$ cat config.mk
export PLATFORM = sky130hd
export DESIGN_NAME = tile_cache_lru
export DESIGN_NICKNAME = d
export VERILOG_FILES = /design/src/hw/rtl/tcl_pkg.sv /design/src/hw/rtl/tcl_ctrl.sv /design/src/hw/rtl/tcl_dpath.sv /design/src/hw/rtl/tile_cache_lru.sv
export SDC_FILE = /design/constraint.sdc
export NUM_CORES = 2
export LEC_CHECK = 0
export BUFFER_PORTS_ARGS = -buffer_cell sky130_fd_sc_hd__buf_4
export CAP_MARGIN = 20
export CORE_MARGIN = 8
export CORE_UTILIZATION = 40
export DETAILED_ROUTE_END_ITERATION = 10
export HOLD_SLACK_MARGIN = 0.03
export SLEW_MARGIN = 5
export SYNTH_ARGS = -nofsm -noshare
export SYNTH_HDL_FRONTEND = slang
export SYNTH_MEMORY_MAX_BITS = 65536
export SYNTH_SLANG_ARGS = --single-unit
$ cat constraint.sdc
create_clock -name clk_i -period 6.1 [get_ports clk_i]
set_clock_uncertainty 0.15 [all_clocks]
set_input_delay 1.83 -clock clk_i [delete_from_list [all_inputs] [get_ports clk_i]]
set_output_delay 1.83 -clock clk_i [all_outputs]
set_load 0.02 [all_outputs]
$ cat src/hw/rtl/tcl_pkg.sv
// ----------------------------------------------------------------------------
// tcl_pkg
// Shared types, widths and codes of the tile cache with LRU replacement.
// ----------------------------------------------------------------------------
package tcl_pkg;

  localparam int CACHE_ENTRIES = 64;
  localparam int IDX_W = (CACHE_ENTRIES > 1) ? $clog2(CACHE_ENTRIES) : 1;
  localparam int CNT_W = $clog2(CACHE_ENTRIES + 1);

  localparam int X_W = 21;
  localparam int Y_W = 20;
  localparam int Z_W = 5;
  localparam int H_W = 16;

  localparam int IN_DATA_W  = 64;
  localparam int OUT_DATA_W = 80;

  // Operation codes carried on the request tuser bit.
  localparam logic FUNC_LOOKUP = 1'b0;
  localparam logic FUNC_INSERT = 1'b1;

  typedef logic [IDX_W-1:0] idx_t;
  typedef logic [IDX_W-1:0] rank_t;
  typedef logic [CNT_W-1:0] cnt_t;
  typedef logic [H_W-1:0]   handle_t;

  localparam rank_t RANK_MAX = rank_t'(CACHE_ENTRIES - 1);
  localparam idx_t  IDX_LAST = idx_t'(CACHE_ENTRIES - 1);
  localparam cnt_t  CNT_FULL = cnt_t'(CACHE_ENTRIES);

  typedef struct packed {
    logic [Z_W-1:0] zoom;
    logic [X_W-1:0] x;
    logic [Y_W-1:0] y;
  } key_t;

  typedef struct packed {
    key_t    key;
    handle_t handle;
  } entry_t;

  typedef enum logic {
    PH_SCAN,
    PH_UPDATE
  } phase_e;

  // Controller to datapath.
  typedef struct packed {
    logic   start;     // capture the request, clear the trackers
    logic   rewind;    // restart the entry walk at index zero
    logic   step;      // read the entry at the walk index
    phase_e phase;     // what to do with the entry read last cycle
    logic   evict;     // drop the least recent entry
    logic   fill;      // write the new entry into its slot
    logic   load_out;  // move the result into the output register
  } cmd_t;

  // Datapath to controller.
  typedef struct packed {
    logic last;      // walk index is on the last entry
    logic hit;       // key was found during the search
    logic insert;    // captured request is an insert
    logic full;      // every entry is valid
    logic out_busy;  // output register holds a result not yet taken
  } sts_t;

endpackage

$ cat src/hw/rtl/tcl_ctrl.sv
// ----------------------------------------------------------------------------
// tcl_ctrl
// Sequencer of the tile cache: search walk, decision, recency walk, fill.
// ----------------------------------------------------------------------------
module tcl_ctrl import tcl_pkg::*; (
  input  logic clk_i,
  input  logic rst_ni,
  input  logic in_valid_i,
  output logic in_ready_o,
  input  sts_t sts_i,
  output cmd_t cmd_o
);

  typedef enum logic [2:0] {
    ST_IDLE,
    ST_SCAN,
    ST_SCAN_TAIL,
    ST_DECIDE,
    ST_UPDATE,
    ST_UPDATE_TAIL,
    ST_FILL,
    ST_FINISH
  } state_e;

  state_e state_q, state_d;

  always_comb begin
    state_d    = state_q;
    cmd_o      = '0;
    cmd_o.phase = PH_SCAN;
    in_ready_o = 1'b0;
    unique case (state_q)
      ST_IDLE: begin
        in_ready_o = 1'b1;
        if (in_valid_i) begin
          cmd_o.start  = 1'b1;
          cmd_o.rewind = 1'b1;
          state_d      = ST_SCAN;
        end
      end
      ST_SCAN: begin
        cmd_o.step = 1'b1;
        if (sts_i.last) begin
          state_d = ST_SCAN_TAIL;
        end
      end
      ST_SCAN_TAIL: begin
        state_d = ST_DECIDE;
      end
      ST_DECIDE: begin
        cmd_o.rewind = 1'b1;
        if (!sts_i.insert) begin
          state_d = sts_i.hit ? ST_UPDATE : ST_FINISH;
        end else if (sts_i.hit) begin
          state_d = ST_FINISH;
        end else begin
          cmd_o.evict = sts_i.full;
          state_d     = ST_UPDATE;
        end
      end
      ST_UPDATE: begin
        cmd_o.step  = 1'b1;
        cmd_o.phase = PH_UPDATE;
        if (sts_i.last) begin
          state_d = ST_UPDATE_TAIL;
        end
      end
      ST_UPDATE_TAIL: begin
        cmd_o.phase = PH_UPDATE;
        state_d     = sts_i.insert ? ST_FILL : ST_FINISH;
      end
      ST_FILL: begin
        cmd_o.fill = 1'b1;
        state_d    = ST_FINISH;
      end
      ST_FINISH: begin
        if (!sts_i.out_busy) begin
          cmd_o.load_out = 1'b1;
          state_d        = ST_IDLE;
        end
      end
      default: begin
        state_d = ST_IDLE;
      end
    endcase
  end

  always_ff @(posedge clk_i or negedge rst_ni) begin
    if (!rst_ni) begin
      state_q <= ST_IDLE;
    end else begin
      state_q <= state_d;
    end
  end

endmodule

$ cat src/hw/rtl/tcl_dpath.sv
// ----------------------------------------------------------------------------
// tcl_dpath
// Entry and recency memories, valid bits, search trackers and result register.
// ----------------------------------------------------------------------------
module tcl_dpath import tcl_pkg::*; (
  input  logic    clk_i,
  input  logic    rst_ni,
  input  cmd_t    cmd_i,
  input  logic    func_i,
  input  key_t    key_i,
  input  handle_t handle_i,
  input  logic    out_ready_i,
  output sts_t    sts_o,
  output logic    out_valid_o,
  output logic    found_o,
  output handle_t entry_handle_o,
  output logic    evicted_o,
  output key_t    evicted_key_o,
  output handle_t evicted_handle_o
);

  // Captured request.
  logic    func_q;
  key_t    key_q;
  handle_t handle_q;

  logic [CACHE_ENTRIES-1:0] valid_q;
  cnt_t                     count_q;

  // Entry walk: read at rd_idx_q, the data is looked at in the next cycle.
  idx_t   rd_idx_q;
  logic   pend_q;
  idx_t   pend_idx_q;

  entry_t ent_mem [CACHE_ENTRIES];
  rank_t  rank_mem [CACHE_ENTRIES];
  entry_t ent_rd_q;
  rank_t  rank_rd_q;

  // Search results.
  logic    hit_q;
  idx_t    hit_idx_q;
  rank_t   hit_rank_q;
  handle_t hit_handle_q;
  logic    vic_q;
  idx_t    vic_idx_q;
  rank_t   vic_rank_q;
  entry_t  vic_entry_q;
  logic    free_q;
  idx_t    free_idx_q;
  logic    evict_q;

  // Result register.
  logic    out_valid_q;
  logic    found_q;
  handle_t entry_handle_q;
  logic    evicted_q;
  key_t    evicted_key_q;
  handle_t evicted_handle_q;

  logic  pend_live;
  idx_t  slot;
  logic  rank_we;
  idx_t  rank_waddr;
  rank_t rank_wdata;
  rank_t rank_aged;

  assign pend_live = pend_q && valid_q[pend_idx_q];
  // A full cache has no free entry, so the new key goes where the victim was.
  assign slot      = evict_q ? vic_idx_q : free_idx_q;

  always_comb begin
    if (func_q == FUNC_LOOKUP) begin
      if (pend_idx_q == hit_idx_q) begin
        rank_aged = '0;
      end else if (rank_rd_q < hit_rank_q) begin
        rank_aged = rank_rd_q + rank_t'(1);
      end else begin
        rank_aged = rank_rd_q;
      end
    end else if (rank_rd_q < RANK_MAX) begin
      rank_aged = rank_rd_q + rank_t'(1);
    end else begin
      rank_aged = rank_rd_q;
    end
  end

  always_comb begin
    rank_we    = 1'b0;
    rank_waddr = pend_idx_q;
    rank_wdata = rank_aged;
    if (cmd_i.fill) begin
      rank_we    = 1'b1;
      rank_waddr = slot;
      rank_wdata = '0;
    end else if (cmd_i.phase == PH_UPDATE && pend_live) begin
      rank_we = 1'b1;
    end
  end

  always_ff @(posedge clk_i) begin
    if (cmd_i.step) begin
      ent_rd_q  <= ent_mem[rd_idx_q];
      rank_rd_q <= rank_mem[rd_idx_q];
    end
    if (rank_we) begin
      rank_mem[rank_waddr] <= rank_wdata;
    end
    if (cmd_i.fill) begin
      ent_mem[slot] <= '{key: key_q, handle: handle_q};
    end
  end

  always_ff @(posedge clk_i) begin
    if (cmd_i.start) begin
      func_q   <= func_i;
      key_q    <= key_i;
      handle_q <= handle_i;
    end
  end

  always_ff @(posedge clk_i or negedge rst_ni) begin
    if (!rst_ni) begin
      rd_idx_q   <= '0;
      pend_q     <= 1'b0;
      pend_idx_q <= '0;
    end else begin
      pend_q     <= cmd_i.step;
      pend_idx_q <= rd_idx_q;
      if (cmd_i.rewind) begin
        rd_idx_q <= '0;
      end else if (cmd_i.step) begin
        rd_idx_q <= rd_idx_q + idx_t'(1);
      end
    end
  end

  always_ff @(posedge clk_i or negedge rst_ni) begin
    if (!rst_ni) begin
      valid_q <= '0;
      count_q <= '0;
      evict_q <= 1'b0;
    end else begin
      if (cmd_i.start) begin
        evict_q <= 1'b0;
      end else if (cmd_i.evict) begin
        valid_q[vic_idx_q] <= 1'b0;
        count_q            <= count_q - cnt_t'(1);
        evict_q            <= 1'b1;
      end else if (cmd_i.fill) begin
        valid_q[slot] <= 1'b1;
        count_q       <= count_q + cnt_t'(1);
      end
    end
  end

  // Search trackers: first matching entry, least recent entry (lowest index
  // on a tie) and first invalid entry.
  always_ff @(posedge clk_i or negedge rst_ni) begin
    if (!rst_ni) begin
      hit_q  <= 1'b0;
      vic_q  <= 1'b0;
      free_q <= 1'b0;
    end else if (cmd_i.start) begin
      hit_q  <= 1'b0;
      vic_q  <= 1'b0;
      free_q <= 1'b0;
    end else if (cmd_i.phase == PH_SCAN && pend_q) begin
      if (pend_live && !hit_q && ent_rd_q.key == key_q) begin
        hit_q <= 1'b1;
      end
      if (pend_live && (!vic_q || rank_rd_q > vic_rank_q)) begin
        vic_q <= 1'b1;
      end
      if (!pend_live && !free_q) begin
        free_q <= 1'b1;
      end
    end
  end

  always_ff @(posedge clk_i) begin
    if (cmd_i.phase == PH_SCAN && pend_q) begin
      if (pend_live && !hit_q && ent_rd_q.key == key_q) begin
        hit_idx_q    <= pend_idx_q;
        hit_rank_q   <= rank_rd_q;
        hit_handle_q <= ent_rd_q.handle;
      end
      if (pend_live && (!vic_q || rank_rd_q > vic_rank_q)) begin
        vic_idx_q   <= pend_idx_q;
        vic_rank_q  <= rank_rd_q;
        vic_entry_q <= ent_rd_q;
      end
      if (!pend_live && !free_q) begin
        free_idx_q <= pend_idx_q;
      end
    end
  end

  always_ff @(posedge clk_i or negedge rst_ni) begin
    if (!rst_ni) begin
      out_valid_q <= 1'b0;
    end else if (cmd_i.load_out) begin
      out_valid_q <= 1'b1;
    end else if (out_ready_i) begin
      out_valid_q <= 1'b0;
    end
  end

  always_ff @(posedge clk_i) begin
    if (cmd_i.load_out) begin
      found_q          <= hit_q;
      entry_handle_q   <= (hit_q && func_q == FUNC_LOOKUP) ? hit_handle_q : '0;
      evicted_q        <= evict_q;
      evicted_key_q    <= evict_q ? vic_entry_q.key : '0;
      evicted_handle_q <= evict_q ? vic_entry_q.handle : '0;
    end
  end

  assign sts_o.last     = (rd_idx_q == IDX_LAST);
  assign sts_o.hit      = hit_q;
  assign sts_o.insert   = (func_q == FUNC_INSERT);
  assign sts_o.full     = (count_q == CNT_FULL);
  assign sts_o.out_busy = out_valid_q && !out_ready_i;

  assign out_valid_o      = out_valid_q;
  assign found_o          = found_q;
  assign entry_handle_o   = entry_handle_q;
  assign evicted_o        = evicted_q;
  assign evicted_key_o    = evicted_key_q;
  assign evicted_handle_o = evicted_handle_q;

endmodule

$ cat src/hw/rtl/tile_cache_lru.sv
// ----------------------------------------------------------------------------
// tile_cache_lru
// Fully associative map tile cache with least-recently-used replacement.
// ----------------------------------------------------------------------------
// One request at a time: a lookup or an insert keyed by zoom, column and row.
// The entries sit in memories that are walked one entry per cycle, once
// to search and, when recency changes, once more to age the ranks. A
// lookup miss or an insert of a held key skips the second walk; a lookup
// hit and an insert of a new key take both, and such an insert then fills
// its slot. The next request can be taken in the cycle after the result is
// loaded into the output register, even while that result waits to be
// taken.
// Every request returns exactly one result; on an eviction the evicted key
// and buffer handle are reported so that the owner can free the buffer.
// ----------------------------------------------------------------------------
module tile_cache_lru import tcl_pkg::*; (
  input  logic                  clk_i,
  input  logic                  rst_ni,
  input  logic                  s_axis_tvalid_i,
  output logic                  s_axis_tready_o,
  // tile_x[20:0], tile_y[40:21], zoom[45:41], image_handle[61:46], zero fill
  input  logic [IN_DATA_W-1:0]  s_axis_tdata_i,
  // func[0]
  input  logic                  s_axis_tuser_i,
  output logic                  m_axis_tvalid_o,
  input  logic                  m_axis_tready_i,
  // found[0], entry_handle[16:1], evicted[17], evicted_x[38:18],
  // evicted_y[58:39], evicted_zoom[63:59], evicted_handle[79:64]
  output logic [OUT_DATA_W-1:0] m_axis_tdata_o
);

  cmd_t    cmd;
  sts_t    sts;
  key_t    in_key;
  logic    found;
  handle_t entry_handle;
  logic    evicted;
  key_t    evicted_key;
  handle_t evicted_handle;

  assign in_key.x    = s_axis_tdata_i[20:0];
  assign in_key.y    = s_axis_tdata_i[40:21];
  assign in_key.zoom = s_axis_tdata_i[45:41];

  tcl_ctrl u_ctrl (
    .clk_i      (clk_i),
    .rst_ni     (rst_ni),
    .in_valid_i (s_axis_tvalid_i),
    .in_ready_o (s_axis_tready_o),
    .sts_i      (sts),
    .cmd_o      (cmd)
  );

  tcl_dpath u_dpath (
    .clk_i            (clk_i),
    .rst_ni           (rst_ni),
    .cmd_i            (cmd),
    .func_i           (s_axis_tuser_i),
    .key_i            (in_key),
    .handle_i         (s_axis_tdata_i[61:46]),
    .out_ready_i      (m_axis_tready_i),
    .sts_o            (sts),
    .out_valid_o      (m_axis_tvalid_o),
    .found_o          (found),
    .entry_handle_o   (entry_handle),
    .evicted_o        (evicted),
    .evicted_key_o    (evicted_key),
    .evicted_handle_o (evicted_handle)
  );

  assign m_axis_tdata_o = {evicted_handle, evicted_key.zoom, evicted_key.y,
                           evicted_key.x, evicted, entry_handle, found};

endmodule

; Word level (Yosys, flattened, before mapping)
; Memory sizes are Yosys's and may differ from the RTL's. A register that Yosys moved wholly into a read port is not among the register bits.
; Cells that the tools add are included.
; W data, S select, Z words.
[totals]
ff_bits = 343
wordCells = 163
mem_count = 2
mem_bits_rw = 4352
in_bits = 69
[op_classes]
n_mux = 59
n_bitwise = 6
order_cmp = 8
eq_ne = 15
addsub = 4
n_reduce_logical = 36
[mem_list]
columns = memory, depth, width, read_ports, rd_clocked_by_memory_dff, write_ports, line
row1 = u_dpath.ent_mem, 64, 62, 1, 1, 1, tcl_dpath.sv:35  ; entry_t ent_mem [CACHE_ENTRIES];
row2 = u_dpath.rank_mem, 64, 6, 1, 1, 1, tcl_dpath.sv:36  ; rank_t rank_mem [CACHE_ENTRIES];
[op_table]
columns = cell, count
row1 = $mux W64, 2
row2 = $and A64 B64 Y64, 1
row3 = $not A64 Y64, 1
row4 = $or A64 B64 Y64, 1
row5 = $mux W6, 9
row6 = $eq A46 B46 Y1, 1
row7 = $mux W1, 33
row8 = $pmux W3 S8, 1
row9 = $lt A6 B7 Y1 const B, 3
row10 = $reduce_bool A2 Y1, 8
row11 = $mux W3, 5
row12 = $mux W7, 2
row13 = $reduce_and A2 Y1, 7
row14 = $add A6 B1 Y6 const B, 2
row15 = $demux W1 S6, 2
row16 = $eq A3 B3 Y1 const B, 4
row17 = $ge A6 B1 Y1 const B, 2
row18 = $logic_and A1 B1 Y1, 11
row19 = $ne A2 B2 Y1 const B, 4
row20 = $add A7 B1 Y7 const B, 1
row21 = $eq A7 B7 Y1 const B, 1
row22 = $sub A7 B1 Y7 const B, 1
row23 = $bmux W1 S6, 1
row24 = $eq A3 B2 Y1 const B, 2
row25 = 14 further kinds, 23

; Depth between registers and ports, before layout
[logic_depth]
word_depth = 8
ltp_mapped = 12
mapped_depth_nobuf = 10

; Modules after synthesis
; A second synthesis with hierarchy kept.
[unflattened]
hier_cells = 7325
area_unflattened_um2 = 181089.9
[by_module_without_submodules]
columns = module, cells_per_inst, area_per_inst_um2, seq_area_each_um2, n_inst
row1 = tcl_dpath, 7291, 180802.2, 142491.7, 1
row2 = tcl_ctrl, 32, 272.8, 75.1, 1
row3 = tile_cache_lru, 2, 15.0, 0.0, 1

; Worst setup path after synthesis
; Ideal clock, no wire load.
[synth_path]
path_type = input to register
from = input m_axis_tready_i
to = register u_dpath.entry_handle_q[0] (netlist: u_dpath.entry_handle_o[0]) (enable)
slack_ns = 0.172
stages = 2
required_ns = 5.430
arrival_ns = 5.257
path_buffers = 0
cell_sequence = nor2b_1 nor2_1
[synth_rtl]
columns = item, line
row1 = "start, declared", tile_cache_lru.sv:26  ; input logic m_axis_tready_i,
row2 = "end signal, assigned", tcl_dpath.sv:212  ; entry_handle_q <= (hit_q && func_q == FUNC_LOOKUP) ? hit_handle_q : '0;
row3 = "end, declared", tcl_dpath.sv:56  ; handle_t entry_handle_q;

; Final worst setup path
[layout_path]
from = register u_dpath.pend_idx_q[0]
to = memory u_dpath.rank_mem[8][1] (netlist name) (enable)
[layout_between]
elab_chain_cells = 8
elab_cells_between_ends = 9
cone_classes = 7 x mux / 2 x reduce/logical
[layout_lines]
columns = item, line
row1 = "start, declared", tcl_dpath.sv:33  ; idx_t pend_idx_q;
row2 = "start signal, assigned", tcl_dpath.sv:129  ; pend_idx_q <= rd_idx_q;
row3 = $bmux W1 S6, tcl_dpath.sv:68  ; assign pend_live = pend_q && valid_q[pend_idx_q];
row4 = $mux W1 (not written as such), tcl_dpath.sv:68
row5 = $logic_and A1 B1 Y1, tcl_dpath.sv:68
row6 = $logic_and A1 B1 Y1, tcl_dpath.sv:96  ; end else if (cmd_i.phase == PH_UPDATE && pend_live) begin
row7 = $mux W1, tcl_dpath.sv:96
row8 = $mux W1, tcl_dpath.sv:92  ; if (cmd_i.fill) begin
row9 = $mux W1, tcl_dpath.sv:106  ; if (rank_we) begin
row10 = $mux W1 (not written as such), tcl_dpath.sv:107  ; rank_mem[rank_waddr] <= rank_wdata;
row11 = "end, declared", tcl_dpath.sv:36
; Parallel ways exist; a longest one is shown, timed or not. The select of a mux whose other input is x is not followed.

==> out/metrics.cfg <==
[run_status]
status = finished, final reports clean

[timing]
hold_slack_ps = 314
hold_viol = 0
relSlewSlack_pct = 21.6
drv_slew = 0
tightest_slew_ps = 1170
fin_tns_setup_ps = 0
fin_crit_sh_pct = 77.0
rsz0062_at_grt = false
period_needed_ps = 4700
setup_viol = 0
fmax_mhz = 213

[synthesis]
avgSynthCellArea_um2 = 23.9
syn_area_um2 = 182000
synth.area.top_cells = edfxtp_1 (77%), mux4_2 (17%), dfrtp_1 (1.3%)
yosysSeqAreaShare_pct = 78.5
synth_top_family_by_area = multiplexers
ys_types = 62
synthXorXnorAreaFrac_pct = 0.299
ys_seq_elements = 4763
ys.flop_type = edfxtp_1
synth_edf_count = 4671
syn_inst = 7585
synth-simple-area-share_pct = 1.19
muxShareOfSynthArea_pct = 17.5
synth_top_area_share_pct = 77.3
ys_warn_count = 0
synth_fa_ha_area_share_pct = 0.142
synth-async-reset-ratio_pct = 1.93
yosysTopAreaCell = edfxtp_1
synth-compound-area-share_pct = 1.43
syn_nets = 7674

[setup_path]
max_stage_delay_ps = 880
critPathSlowestCell = dfrtp_2
cp_top_family = simple AND/OR/NAND/NOR gates
cp-end-kind = register
cp-start-kind = register
path_buf_inv = 1
cpMostUsedCell = a21oi_1
crit_type = reg2reg
crit_chain = buf_4 -> mux2i_1 -> a22oi_1 -> a21oi_1 -> or4_4 -> nor3_4 -> o211ai_4 -> a21oi_1
cp.required_ps = 6510
cp_max_fo = 29
arrival_ps = 5110

[die]
start_util_pct = 40.1
io_pins = 151
die_area_um2 = 476000
dieWidth_um = 690
fp.dieH_um = 690
core-area_um2 = 452000
row_count = 247

[run]
cap_viol_max_count = 0

[final_layout]
final_common_cell = edfxtp_1
stdcell_count = 14500
drive_gt1_share_pct = 30.6
nFillCells = 36900
seqCellArea_um2 = 143000
nets = 8230
multi_input_area_um2 = 37800
mostFrequentLayoutCells = edfxtp_1 (4671), mux4_2 (1357), clkbuf_16 (472), buf_4 (387), a21oi_1 (159)
syn_to_final_growth_pct = 14.6

[power_and_ir_drop]
p_leak_nw = 63.4
pwr-share-comb_pct = 22.9
power_density_nw_per_um2 = 424
vdd_drop_max_uv = 342
power_frac_seq_pct = 44.9
power.switching_w = 0.0248
switching_share_pct = 28.1
p_int_w = 0.0634
p_clk_share_pct = 32.2

[route]
routed_wl_um = 497000
vias = 86200
viasPerCell = 5.93
ant_nets = 0
first_pass_iters = 6
wl_per_cell_um = 34.2
drt_iter0_drc = 11100
drc = 0

[clocking]
clkTransAtPathRegs_ps = 60
cts_root_buffer = clkbuf_16
cts_tree = built
insertion_delay_ps = 1050
cts_buffers = 471
htree_levels = 5
clock_path_buffers = 4
cts_resized = 0
ctsHoldBuffers = 0
cts_sinks = 4763
post_cts_buffers = 0

[global_routing]
grt_pass1_wl_um = 687000
grt_pass1_vias = 86400
grt_max_degree = 134
grt_use_total_pct = 20.4
antenna_found_initial = 26
grt-ovfl-total = 0

[placed_design]
routabilityCongestion = 0.851
dp.cells = 13600
io_buffers = 148
hpwl_um = 273000

[min_path]
hp-class = reg2reg

[final timing paths]
check	cells past startpoint	start	endpoint	slack, ps
min reg2reg	0	u_dpath.ent_rd_q[14]$_DFFE_PP_	u_dpath.vic_entry_q[14]$_DFFE_PP_	310
max reg2reg	8	u_dpath.pend_idx_q[0]$_DFF_PN0_	u_dpath.rank_mem[8][1]$_DFFE_PP_	1400
min	0	u_dpath.ent_rd_q[14]$_DFFE_PP_	u_dpath.vic_entry_q[14]$_DFFE_PP_	310
max in group asynchronous	2	rst_ni	u_dpath.rd_idx_q[1]$_DFFE_PN0P_	3900
min in group asynchronous	1	rst_ni	u_dpath.out_valid_o$_DFFE_PN0P_	760
max	8	u_dpath.pend_idx_q[0]$_DFF_PN0_	u_dpath.rank_mem[8][1]$_DFFE_PP_	1400
[logic make-up (layout without fill, tap and decap cells)]
group / after synthesis / after routing
AO/OA/AOI/OAI: 425 / 425
other: 0 / 10
XOR/XNOR: 62 / 62
adder cells (fa/ha/maj): 20 / 20
flip-flops: 4763 / 4763
AND/OR/NAND/NOR: 416 / 416
buffers and inverters: 428 / 1391
multiplexers: 1471 / 1471
[per-layer routing]
layer	global-route usage, %	vias up	part of all wire [%]	wire (µm)
met1	29.0	47500	40	200000
met2	33.2	4210	48	239000
met5	0	-	0.020	101
met3	3.58	788	8.8	43700
li1	-	33700	-	-
met4	5.05	14	2.7	13400
[area by class of cell]
cell class / instances / area share, %
clock buffers: 572 / 5.87
diodes: 10 / 0.0120
inverters: 23 / 0.0439
well taps: 5976 / 3.59
multi-input cells: 2394 / 18.2
repair buffers: 488 / 2.36
clock inverters: 308 / 1.38
flip-flops and latches: 4763 / 68.5
[cells in the mapped netlist, types with 3 or more instances]
| master | number |
|---|---|
| buf_4 | 3 |
| mux2_2 | 5 |
| xor2_1 | 48 |
| nand4_1 | 7 |
| a21oi_1 | 159 |
| nand2b_1 | 7 |
| o21a_1 | 3 |
| nor4_1 | 11 |
| nor2_1 | 112 |
| and2_1 | 81 |
| nand3b_1 | 4 |
| o21ai_0 | 129 |
| dfrtp_1 | 92 |
| o32ai_1 | 3 |
| and3_1 | 5 |
| o31ai_1 | 3 |
| buf_1 | 103 |
| o21ai_4 | 4 |
| ha_1 | 19 |
| a211oi_1 | 74 |
| o211ai_4 | 4 |
| nor3_1 | 5 |
| nand3_1 | 18 |
| edfxtp_1 | 4671 |
| inv_1 | 23 |
| nand2_1 | 70 |
| mux4_2 | 1357 |
| nor2b_1 | 87 |
| xnor2_1 | 14 |
| a31oi_1 | 6 |
| clkbuf_1 | 247 |
| buf_6 | 6 |
| a21o_1 | 4 |
| a22oi_1 | 11 |
| buf_2 | 45 |
| mux2i_1 | 109 |
[stage by stage]
stage | power, W | instance area [µm²] | setup WS (ps) | util, %
2_1_floorplan | 0.0534 | 182000 | 172 | -
3_3_place_gp | 0.0604 | 193000 | 1380 | 42.6
4_1_cts | 0.0889 | 208000 | 1470 | 46.0
6_report | 0.0882 | 208000 | 1400 | 46.0
3_5_place_dp | 0.0607 | 193000 | 1540 | 42.6
5_1_grt | 0.0910 | 208000 | 1310 | 46.0
[power by group through the flow]
stage | sequential, W | clock, W | combinational [W]
after floorplan | 0.0398 | 0 | 0.0135
after global placement | 0.0402 | 0 | 0.0202
after detailed placement | 0.0403 | 0 | 0.0205
after CTS | 0.0396 | 0.0288 | 0.0205
after global routing | 0.0397 | 0.0299 | 0.0214
final | 0.0396 | 0.0284 | 0.0202
[registers in the layout (all words and copies together), names as in the netlist, 7 cells and up]
register	flops
u_dpath.count_q	7
u_dpath.handle_q	16
u_dpath.evicted_key_o	46
u_dpath.rank_mem	384
u_dpath.entry_handle_o	16
u_dpath.valid_q	64
u_dpath.vic_entry_q	62
u_dpath.ent_rd_q	62
u_dpath.evicted_handle_o	16
u_dpath.hit_handle_q	16
u_dpath.key_q	46
u_dpath.ent_mem	3968
Note: power is estimated with default switching activity, not from simulation.
